<file path="src/hw/rtl/ffra_pkg.sv">
package ffra_pkg;

  localparam logic [1:0] ST_DONE   = 2'd0;
  localparam logic [1:0] ST_NOFIT  = 2'd1;
  localparam logic [1:0] ST_FULL   = 2'd2;
  localparam logic [1:0] ST_EMPTY  = 2'd3;

  localparam logic KIND_ALLOC   = 1'b0;
  localparam logic KIND_RESERVE = 1'b1;

  localparam logic CFG_POOL_START = 1'b0;
  localparam logic CFG_POOL_SIZE  = 1'b1;

endpackage

</file>
<file path="src/hw/rtl/ffra_table.sv">
// Region table: one synchronous memory holding {taken, length, base} per entry.
// One write port and one registered read port.
module ffra_table #(
  parameter int AW    = 32,
  parameter int DEPTH = 16,
  parameter int IW    = 4
) (
  input  logic              clk,
  input  logic              wr_en,
  input  logic [IW-1:0]     wr_idx,
  input  logic [2*AW:0]     wr_data,
  input  logic [IW-1:0]     rd_idx,
  output logic [2*AW:0]     rd_data
);
  logic [2*AW:0] mem [DEPTH];

  always_ff @(posedge clk) begin
    if (wr_en) begin
      mem[wr_idx] <= wr_data;
    end
    rd_data <= mem[rd_idx];
  end
endmodule

</file>
<file path="src/hw/rtl/first_fit_region_allocator_unit.sv">
// First-fit region allocator over a sorted region table kept in two memory banks.
// A rejected request goes from its check straight to the result word, and a no-fit
// search reads every entry first. An allocation runs a first-fit search at one entry
// per cycle, then one copy pass into the other bank; a reservation makes only the copy pass.
// One request at a time; the next can be accepted in the cycle after the result
// word is taken. Reset (synchronous) clears the pool and leaves one free region.
module first_fit_region_allocator_unit #(
  parameter int MAX_REGIONS = 16,
  parameter int ADDR_WIDTH  = 32
) (
  input  logic        clk,
  input  logic        rst_n,
  input  logic        in_valid,
  output logic        in_ready,
  input  logic        in_kind,
  input  logic [31:0] in_req_addr,
  input  logic [31:0] in_req_size,
  output logic        out_valid,
  input  logic        out_ready,
  output logic [1:0]  out_status,
  output logic [31:0] out_address,
  input  logic        cfg_we,
  input  logic        cfg_index,
  input  logic [31:0] cfg_data
);
  import ffra_pkg::*;

  localparam int AW = ADDR_WIDTH;
  localparam int IW = (MAX_REGIONS > 1) ? $clog2(MAX_REGIONS) : 1;
  localparam int CW = $clog2(MAX_REGIONS + 1);
  localparam int DW = 2 * AW + 1;
  localparam int LW = (AW > 32) ? AW : 32;
  localparam logic [AW-1:0] AMAX = '1;
  localparam logic [CW:0] CMAX1 = (CW+1)'(MAX_REGIONS);

  localparam logic [2:0] S_IDLE  = 3'd0;
  localparam logic [2:0] S_CHECK = 3'd1;
  localparam logic [2:0] S_FIND  = 3'd2; // first-fit search, one entry per cycle
  localparam logic [2:0] S_SCAN  = 3'd3; // copy pass into the other bank
  localparam logic [2:0] S_PREV  = 3'd4; // emit the entry in front of the new one
  localparam logic [2:0] S_NEW   = 3'd5;
  localparam logic [2:0] S_TAIL  = 3'd6;
  localparam logic [2:0] S_OUT   = 3'd7;

  localparam logic [1:0] PH_PRE  = 2'd0; // entries below the new base
  localparam logic [1:0] PH_CUT  = 2'd1; // entries overlapped by the new region
  localparam logic [1:0] PH_COPY = 2'd2; // remaining entries copied as they are

  logic [2:0]    st_r, st_nxt;
  logic [AW-1:0] pstart_r, pstart_nxt, psize_r, psize_nxt;
  logic [CW-1:0] cnt_r, cnt_nxt;
  logic          init_r, init_nxt;   // entry 0 comes from the pool registers
  logic          bank_r, bank_nxt;   // live bank; writes go to the other one
  logic          kind_r, kind_nxt;
  logic [AW-1:0] addr_r, addr_nxt;
  logic [31:0]   size_r, size_nxt;
  logic [1:0]    status_r, status_nxt;
  logic [AW-1:0] res_r, res_nxt;
  logic [AW-1:0] nb_r, nb_nxt, ne_r, ne_nxt;
  logic [CW-1:0] rp_r, rp_nxt;       // source entry visible on the read port
  logic [CW-1:0] dst_r, dst_nxt;
  logic [1:0]    ph_r, ph_nxt;
  logic          havep_r, havep_nxt;
  logic [DW-1:0] p_r, p_nxt;         // held entry just below the new base
  logic          tail_r, tail_nxt;

  logic          wr_en;
  logic [IW-1:0] wr_idx, rd_idx;
  logic [DW-1:0] wr_data, rd_data;
  logic [DW-1:0] rd0, rd1;
  logic          we0, we1;

  ffra_table #(.AW(AW), .DEPTH(MAX_REGIONS), .IW(IW)) u_tab0 (
    .clk, .wr_en(we0), .wr_idx, .wr_data, .rd_idx, .rd_data(rd0));
  ffra_table #(.AW(AW), .DEPTH(MAX_REGIONS), .IW(IW)) u_tab1 (
    .clk, .wr_en(we1), .wr_idx, .wr_data, .rd_idx, .rd_data(rd1));

  assign rd_data = bank_r ? rd1 : rd0;
  assign we0     = wr_en && bank_r;
  assign we1     = wr_en && !bank_r;
  assign wr_idx  = dst_r[IW-1:0];
  assign rd_idx  = rp_nxt[IW-1:0];

  // Last address of a range; length zero or overflow saturate at the top.
  function automatic logic [AW-1:0] last_of(input logic [AW-1:0] b,
                                            input logic [LW-1:0] l);
    logic [LW:0] s;
    s = (LW+1)'(b) + (LW+1)'(l) - (LW+1)'(1);
    if (l == '0 || s > (LW+1)'(AMAX)) return AMAX;
    return s[AW-1:0];
  endfunction

  logic [DW-1:0] cur;
  logic [AW-1:0] cb, cl, ce;
  logic          ct;
  logic [AW-1:0] pb, pl, pe;
  logic          pt;
  logic [AW-1:0] pend, qend, tb, te;
  logic          fits, full;

  always_comb begin
    cur  = init_r ? {1'b0, psize_r, pstart_r} : rd_data;
    cb   = cur[AW-1:0];
    cl   = cur[2*AW-1:AW];
    ct   = cur[2*AW];
    ce   = last_of(cb, LW'(cl));
    pb   = p_r[AW-1:0];
    pl   = p_r[2*AW-1:AW];
    pt   = p_r[2*AW];
    pe   = last_of(pb, LW'(pl));
    pend = last_of(pstart_r, LW'(psize_r));
    qend = last_of(addr_r, LW'(size_r));
    tb   = (addr_r > pstart_r) ? addr_r : pstart_r;
    te   = (qend < pend) ? qend : pend;
    fits = !ct && (cl == '0 || LW'(cl) >= LW'(size_r));
    full = ({1'b0, cnt_r} + (CW+1)'(2)) > CMAX1;
  end

  always_comb begin
    st_nxt = st_r; pstart_nxt = pstart_r; psize_nxt = psize_r; cnt_nxt = cnt_r;
    init_nxt = init_r; bank_nxt = bank_r; kind_nxt = kind_r; addr_nxt = addr_r;
    size_nxt = size_r; status_nxt = status_r; res_nxt = res_r; nb_nxt = nb_r;
    ne_nxt = ne_r; rp_nxt = rp_r; dst_nxt = dst_r; ph_nxt = ph_r;
    havep_nxt = havep_r; p_nxt = p_r; tail_nxt = tail_r;
    wr_en = 1'b0; wr_data = '0;

    unique case (st_r)
      S_IDLE: begin
        if (in_valid) begin
          kind_nxt = in_kind;
          addr_nxt = AW'(in_req_addr);
          size_nxt = in_req_size;
          st_nxt = S_CHECK;
        end
      end
      S_CHECK: begin
        res_nxt = '0; rp_nxt = '0; dst_nxt = '0; ph_nxt = PH_PRE;
        havep_nxt = 1'b0; tail_nxt = 1'b0;
        if (size_r == '0) begin
          status_nxt = ST_EMPTY; st_nxt = S_OUT;
        end else if (kind_r == KIND_RESERVE) begin
          if (te < tb) begin
            status_nxt = ST_EMPTY; st_nxt = S_OUT;
          end else if (full) begin
            status_nxt = ST_FULL; st_nxt = S_OUT;
          end else begin
            nb_nxt = tb; ne_nxt = te; res_nxt = tb; status_nxt = ST_DONE;
            st_nxt = S_SCAN;
          end
        end else if (full) begin
          status_nxt = ST_FULL; st_nxt = S_OUT;
        end else begin
          status_nxt = ST_NOFIT; st_nxt = S_FIND;
        end
      end
      S_FIND: begin
        if (rp_r >= cnt_r) begin
          st_nxt = S_OUT;
        end else if (fits) begin
          nb_nxt = cb; ne_nxt = last_of(cb, LW'(size_r)); res_nxt = cb;
          status_nxt = ST_DONE; rp_nxt = '0; st_nxt = S_SCAN;
        end else begin
          rp_nxt = rp_r + CW'(1);
        end
      end
      S_SCAN: begin
        if (ph_r == PH_PRE) begin
          // hold one entry back: it may have to be split by the new region
          if (rp_r < cnt_r && cb < nb_r) begin
            if (havep_r) begin
              wr_en = 1'b1; wr_data = p_r; dst_nxt = dst_r + CW'(1);
            end
            p_nxt = cur; havep_nxt = 1'b1; rp_nxt = rp_r + CW'(1);
          end else begin
            st_nxt = S_PREV;
          end
        end else if (rp_r >= cnt_r) begin
          cnt_nxt = dst_r; bank_nxt = !bank_r; init_nxt = 1'b0; st_nxt = S_OUT;
        end else begin
          rp_nxt = rp_r + CW'(1);
          if (ph_r == PH_COPY || cb > ne_r) begin
            wr_en = 1'b1; wr_data = cur; dst_nxt = dst_r + CW'(1); ph_nxt = PH_COPY;
          end else if (ce > ne_r) begin
            wr_en = 1'b1; wr_data = {ct, ce - ne_r, ne_r + AW'(1)};
            dst_nxt = dst_r + CW'(1); ph_nxt = PH_COPY;
          end
          // otherwise covered entirely: drop
        end
      end
      S_PREV: begin
        st_nxt = S_NEW;
        if (havep_r) begin
          wr_en = 1'b1; dst_nxt = dst_r + CW'(1);
          if (nb_r <= pe) begin
            wr_data = {pt, nb_r - pb, pb}; tail_nxt = (pe > ne_r);
          end else begin
            wr_data = p_r;
          end
        end
      end
      S_NEW: begin
        wr_en = 1'b1; wr_data = {1'b1, ne_r - nb_r + AW'(1), nb_r};
        dst_nxt = dst_r + CW'(1);
        if (tail_r) begin
          st_nxt = S_TAIL;
        end else begin
          st_nxt = S_SCAN; ph_nxt = PH_CUT;
        end
      end
      S_TAIL: begin
        wr_en = 1'b1; wr_data = {pt, pe - ne_r, ne_r + AW'(1)};
        dst_nxt = dst_r + CW'(1); st_nxt = S_SCAN; ph_nxt = PH_COPY;
      end
      S_OUT: begin
        if (out_ready) st_nxt = S_IDLE;
      end
    endcase

    if (cfg_we) begin
      if (cfg_index == CFG_POOL_START) pstart_nxt = AW'(cfg_data);
      else psize_nxt = AW'(cfg_data);
      cnt_nxt = CW'(1); init_nxt = 1'b1;
    end
  end

  always_ff @(posedge clk) begin
    if (!rst_n) begin
      st_r <= S_IDLE; pstart_r <= '0; psize_r <= '0; cnt_r <= CW'(1);
      init_r <= 1'b1; bank_r <= 1'b0; kind_r <= 1'b0; addr_r <= '0; size_r <= '0;
      status_r <= ST_DONE; res_r <= '0; nb_r <= '0; ne_r <= '0; rp_r <= '0;
      dst_r <= '0; ph_r <= PH_PRE; havep_r <= 1'b0; p_r <= '0; tail_r <= 1'b0;
    end else begin
      st_r <= st_nxt; pstart_r <= pstart_nxt; psize_r <= psize_nxt; cnt_r <= cnt_nxt;
      init_r <= init_nxt; bank_r <= bank_nxt; kind_r <= kind_nxt; addr_r <= addr_nxt;
      size_r <= size_nxt; status_r <= status_nxt; res_r <= res_nxt; nb_r <= nb_nxt;
      ne_r <= ne_nxt; rp_r <= rp_nxt; dst_r <= dst_nxt; ph_r <= ph_nxt;
      havep_r <= havep_nxt; p_r <= p_nxt; tail_r <= tail_nxt;
    end
  end

  assign in_ready    = (st_r == S_IDLE);
  assign out_valid   = (st_r == S_OUT);
  assign out_status  = status_r;
  assign out_address = (status_r == ST_DONE) ? 32'(res_r) : 32'd0;

`ifndef SYNTHESIS
  a_cnt: assert property (@(posedge clk) disable iff (!rst_n)
    (cnt_r != '0) && (cnt_r <= CW'(MAX_REGIONS))) else $error("region count out of range");
  a_hs: assert property (@(posedge clk) disable iff (!rst_n)
    !(in_ready && out_valid)) else $error("accept while result pending");
  a_hold: assert property (@(posedge clk) disable iff (!rst_n)
    (out_valid && !out_ready) |=> (out_valid && $stable(out_status) && $stable(out_address)))
    else $error("result word changed while waiting");
  a_wr: assert property (@(posedge clk) disable iff (!rst_n)
    wr_en |-> (dst_r < CW'(MAX_REGIONS))) else $error("table write past end");
`endif
endmodule
</file>
<file path="config.mk">
export PLATFORM = sky130hd
export DESIGN_NAME = first_fit_region_allocator_unit
export DESIGN_NICKNAME = d
export VERILOG_FILES = /design/src/hw/rtl/ffra_pkg.sv /design/src/hw/rtl/ffra_table.sv /design/src/hw/rtl/first_fit_region_allocator_unit.sv
export SDC_FILE = /design/constraint.sdc
export NUM_CORES = 2
export LEC_CHECK = 0
export BUFFER_PORTS_ARGS = -buffer_cell sky130_fd_sc_hd__buf_2
export CAP_MARGIN = 5
export CORE_MARGIN = 3
export CORE_UTILIZATION = 60
export DETAILED_ROUTE_END_ITERATION = 16
export GPL_TIMING_DRIVEN = 0
export PLACE_DENSITY_LB_ADDON = 0.12
export REMOVE_ABC_BUFFERS = 1
export SYNTH_ARGS = -nofsm -noshare
export SYNTH_HDL_FRONTEND = slang
export SYNTH_SLANG_ARGS = --single-unit
</file>
<file path="constraint.sdc">
create_clock -name clk -period 22.8 [get_ports clk]
set_clock_uncertainty 0.15 [all_clocks]
set_input_delay 0 -clock clk [delete_from_list [all_inputs] [get_ports clk]]
set_output_delay 0 -clock clk [all_outputs]
set_load 0.005 [all_outputs]
</file>
==> out/metrics.cfg <==
[timing]
worst_slew_pin_slew_ns=1.469
rsz0062_at_grt=no
min_period_ns=15.62
fin_ws_ns=7.177
finalSetupViolations=0
whs_ns=0.1209
fin_crit_sh_pct=68.52
clock.fmax_mhz=64.01
relSlewSlack_pct=1.794
hold_violations=0
slew_violations=0

[layout]
syn2layout_area_growth_pct=16.65
final_common_cell=nand2_1
final_cell_mix=nand2_1, edfxtp_1, inv_1, ha_1, a21oi_1
final_cells=15070
final_layout_size_suffix_gt1_share_pct=9.261
nNetsFinal=12880

[synthesis]
ys_top_cells_by_area=edfxtp_1, dfxtp_1, ha_1, nand2_1, a311oi_1
yosysWarnings=0
yosysUniqueCellTypes=91
synth_flop_cell=edfxtp_1
synth_area_per_cell_um2=10.78
netlist.area_leader.share_pct=49.89
ys_ff_latch=2526
synth_cells=11620
synth_edf_count=2080
synthArstFlopShare_pct=0
yosysTopAreaCell=edfxtp_1
syn-cell-area_um2=125200
synth-seq-area-share_pct=57.02

[floorplan]
num_rows=167
die_w_um=462.8
core_area_um2=207300
die_h_um=462.8
start_util_pct=60.40
dieArea_um2=214200
ios=139

[route]
vias=99300
avgViaCountPerCell=6.590
antenna_left=0
wl_per_cell_um=29.36
wirelength_um=442500
firstDrtPassIters=7
drc=0
drt_iter0_drc=13390

[setup_path]
cp.required_ns=23.22
crit_type=register to register
cp.arrival_ns=16.05
path_max_fanout=31
cpMaxStageDelayCell=and2_1
crit_path_end_kind=register
slowest_delay_ns=1.05
critPathLaunchType=register

[grt]
grt_pass1_vias=95550
grt_max_degree=106
antenna_found_initial=29
grt.total_usage_pct=40.28
globalRouteOverflowTotal=0
grt_pass1_wl_um=633900

[clock_tree]
cts_tree=yes
cts_buffers=276
htree_levels=5
cts.sinks=2526
clock-root-buffer=clkbuf_16
clk_pin_slew_ns=0.06
clockBufferDepth=4
clkLatencyLatePin_ns=0.97

[placed_design]
portBuffers=138
placedCellCount=14230
routabilityCongestion=1.053
dp_slack_ns=7.656
dpl.hpwl_um=300500

[run]
maxCapViolCount=0

[power]
p_leak_nw=53.79
powerDensity_nw_per_um2=126.2
power.total_mw=18.43
ir_drop_mv=0.1502

[hold_path]
min_path_type=input port to register

[outcome]
status=finished clean

synth_stat cells, types with 64 or more instances:
cell and count:
a211oi_1 212, a211oi_2 99, a21o_1 128, a21oi_1 689, a311oi_1 401, a31oi_1 172
and2_1 328, and3_1 64, buf_2 108, clkbuf_1 481, dfxtp_1 446, edfxtp_1 2080
ha_1 704, inv_1 756, mux2i_1 123, nand2_1 2242, nand3_1 627, nand4_1 73
nor2_1 398, nor3_1 91, o21ai_0 251, o221ai_1 126, xnor2_1 173, xor2_1 84
sequential cells by signal, indices dropped and copies added (netlist names), 32 cells and up:
name,flops
u_tab0.mem,1040
u_tab1.mem,1040
p_r,65
u_tab0.rd_data,65
u_tab1.rd_data,65
addr_r,32
nb_r,32
ne_r,32
psize_r,32
pstart_r,32
res_r,32
size_r,32
critical path, delay by kind of cell, from the launching register on:
kind	cells	cell delay (ns)
AOI/OAI and AO/OA	15	5.79
and+or+nand+nor	8	3.63
buffers and inverters	7	1.87
muxes	1	1.00
xor gates and xnor gates	1	0.94
adders and majority gates	3	0.88
DFF	1	0.78
report_power, final:
| part | total, mW | leakage, nW | internal (mW) | switching [mW] |
|---|---|---|---|---|
| Combinational | 8.64 | 27.4 | 3.13 | 5.51 |
| Sequential | 5.40 | 22.1 | 5.21 | 0.193 |
| Clock | 4.39 | 4.29 | 2.59 | 1.80 |
stage by stage:
stage / setup TNS, ns / instance area [µm²] / util (%)
2_1_floorplan: -1841.68 / 122500 / -
3_3_place_gp: -8562.21 / 126700 / 61.11
3_5_place_dp: 0 / 133800 / 64.54
4_1_cts: 0 / 146000 / 70.43
5_1_grt: 0 / 146000 / 70.45
6_report: 0 / 146100 / 70.46
layer usage:
| metal | global-route usage [%] | wire length [µm] |
|---|---|---|
| met1 | 53.60 | 166500 |
| met3 | 8.603 | 50450 |
| met4 | 24.03 | 31090 |
| met2 | 61.09 | 194300 |
| met5 | 0 | 124 |
layout make-up:
type | count | area, µm²
fillers | 14330 | 61230
well taps | 2788 | 3488
repair buffers | 816 | 10370
diodes | 13 | 32.53
flip-flops and latches | 2526 | 71400
clock buffers | 390 | 7856
clock inverters | 92 | 928.4
inverters | 756 | 2845
multi-input cells | 7687 | 49130
cells by family after synthesis:
group | count (synthesis) | share of synthesized area [%]
multiplexers | 140 | 1.136
adder cells (fa/ha/maj) | 713 | 7.179
AO/OA/AOI/OAI | 2480 | 13.88
flip-flops | 2526 | 57.02
XOR/XNOR | 257 | 1.798
AND/OR/NAND/NOR | 4097 | 14.55
buffers and inverters | 1403 | 4.437
final timing paths:
| path | endpoint | startpoint | cells past startpoint | slack [ns] |
|---|---|---|---|---|
| worst min register to register | res_r[5] | res_r[5] | 2 | 0.32 |
| worst max-delay path | u_tab0.mem[15][2] | bank_r | 35 | 7.18 |
| worst max register to register | u_tab0.mem[15][2] | bank_r | 35 | 7.18 |
| worst min-delay path | pstart_r[27] | cfg_index | 5 | 0.12 |
repair_timing:
action                                 in CTS  in global routing
endpoints found under the hold margin     176                  0
buffers inserted                            0                  0
hold buffers                              343                  0
gates resized for setup                     0                  0
(Power assumes the default switching activity.)
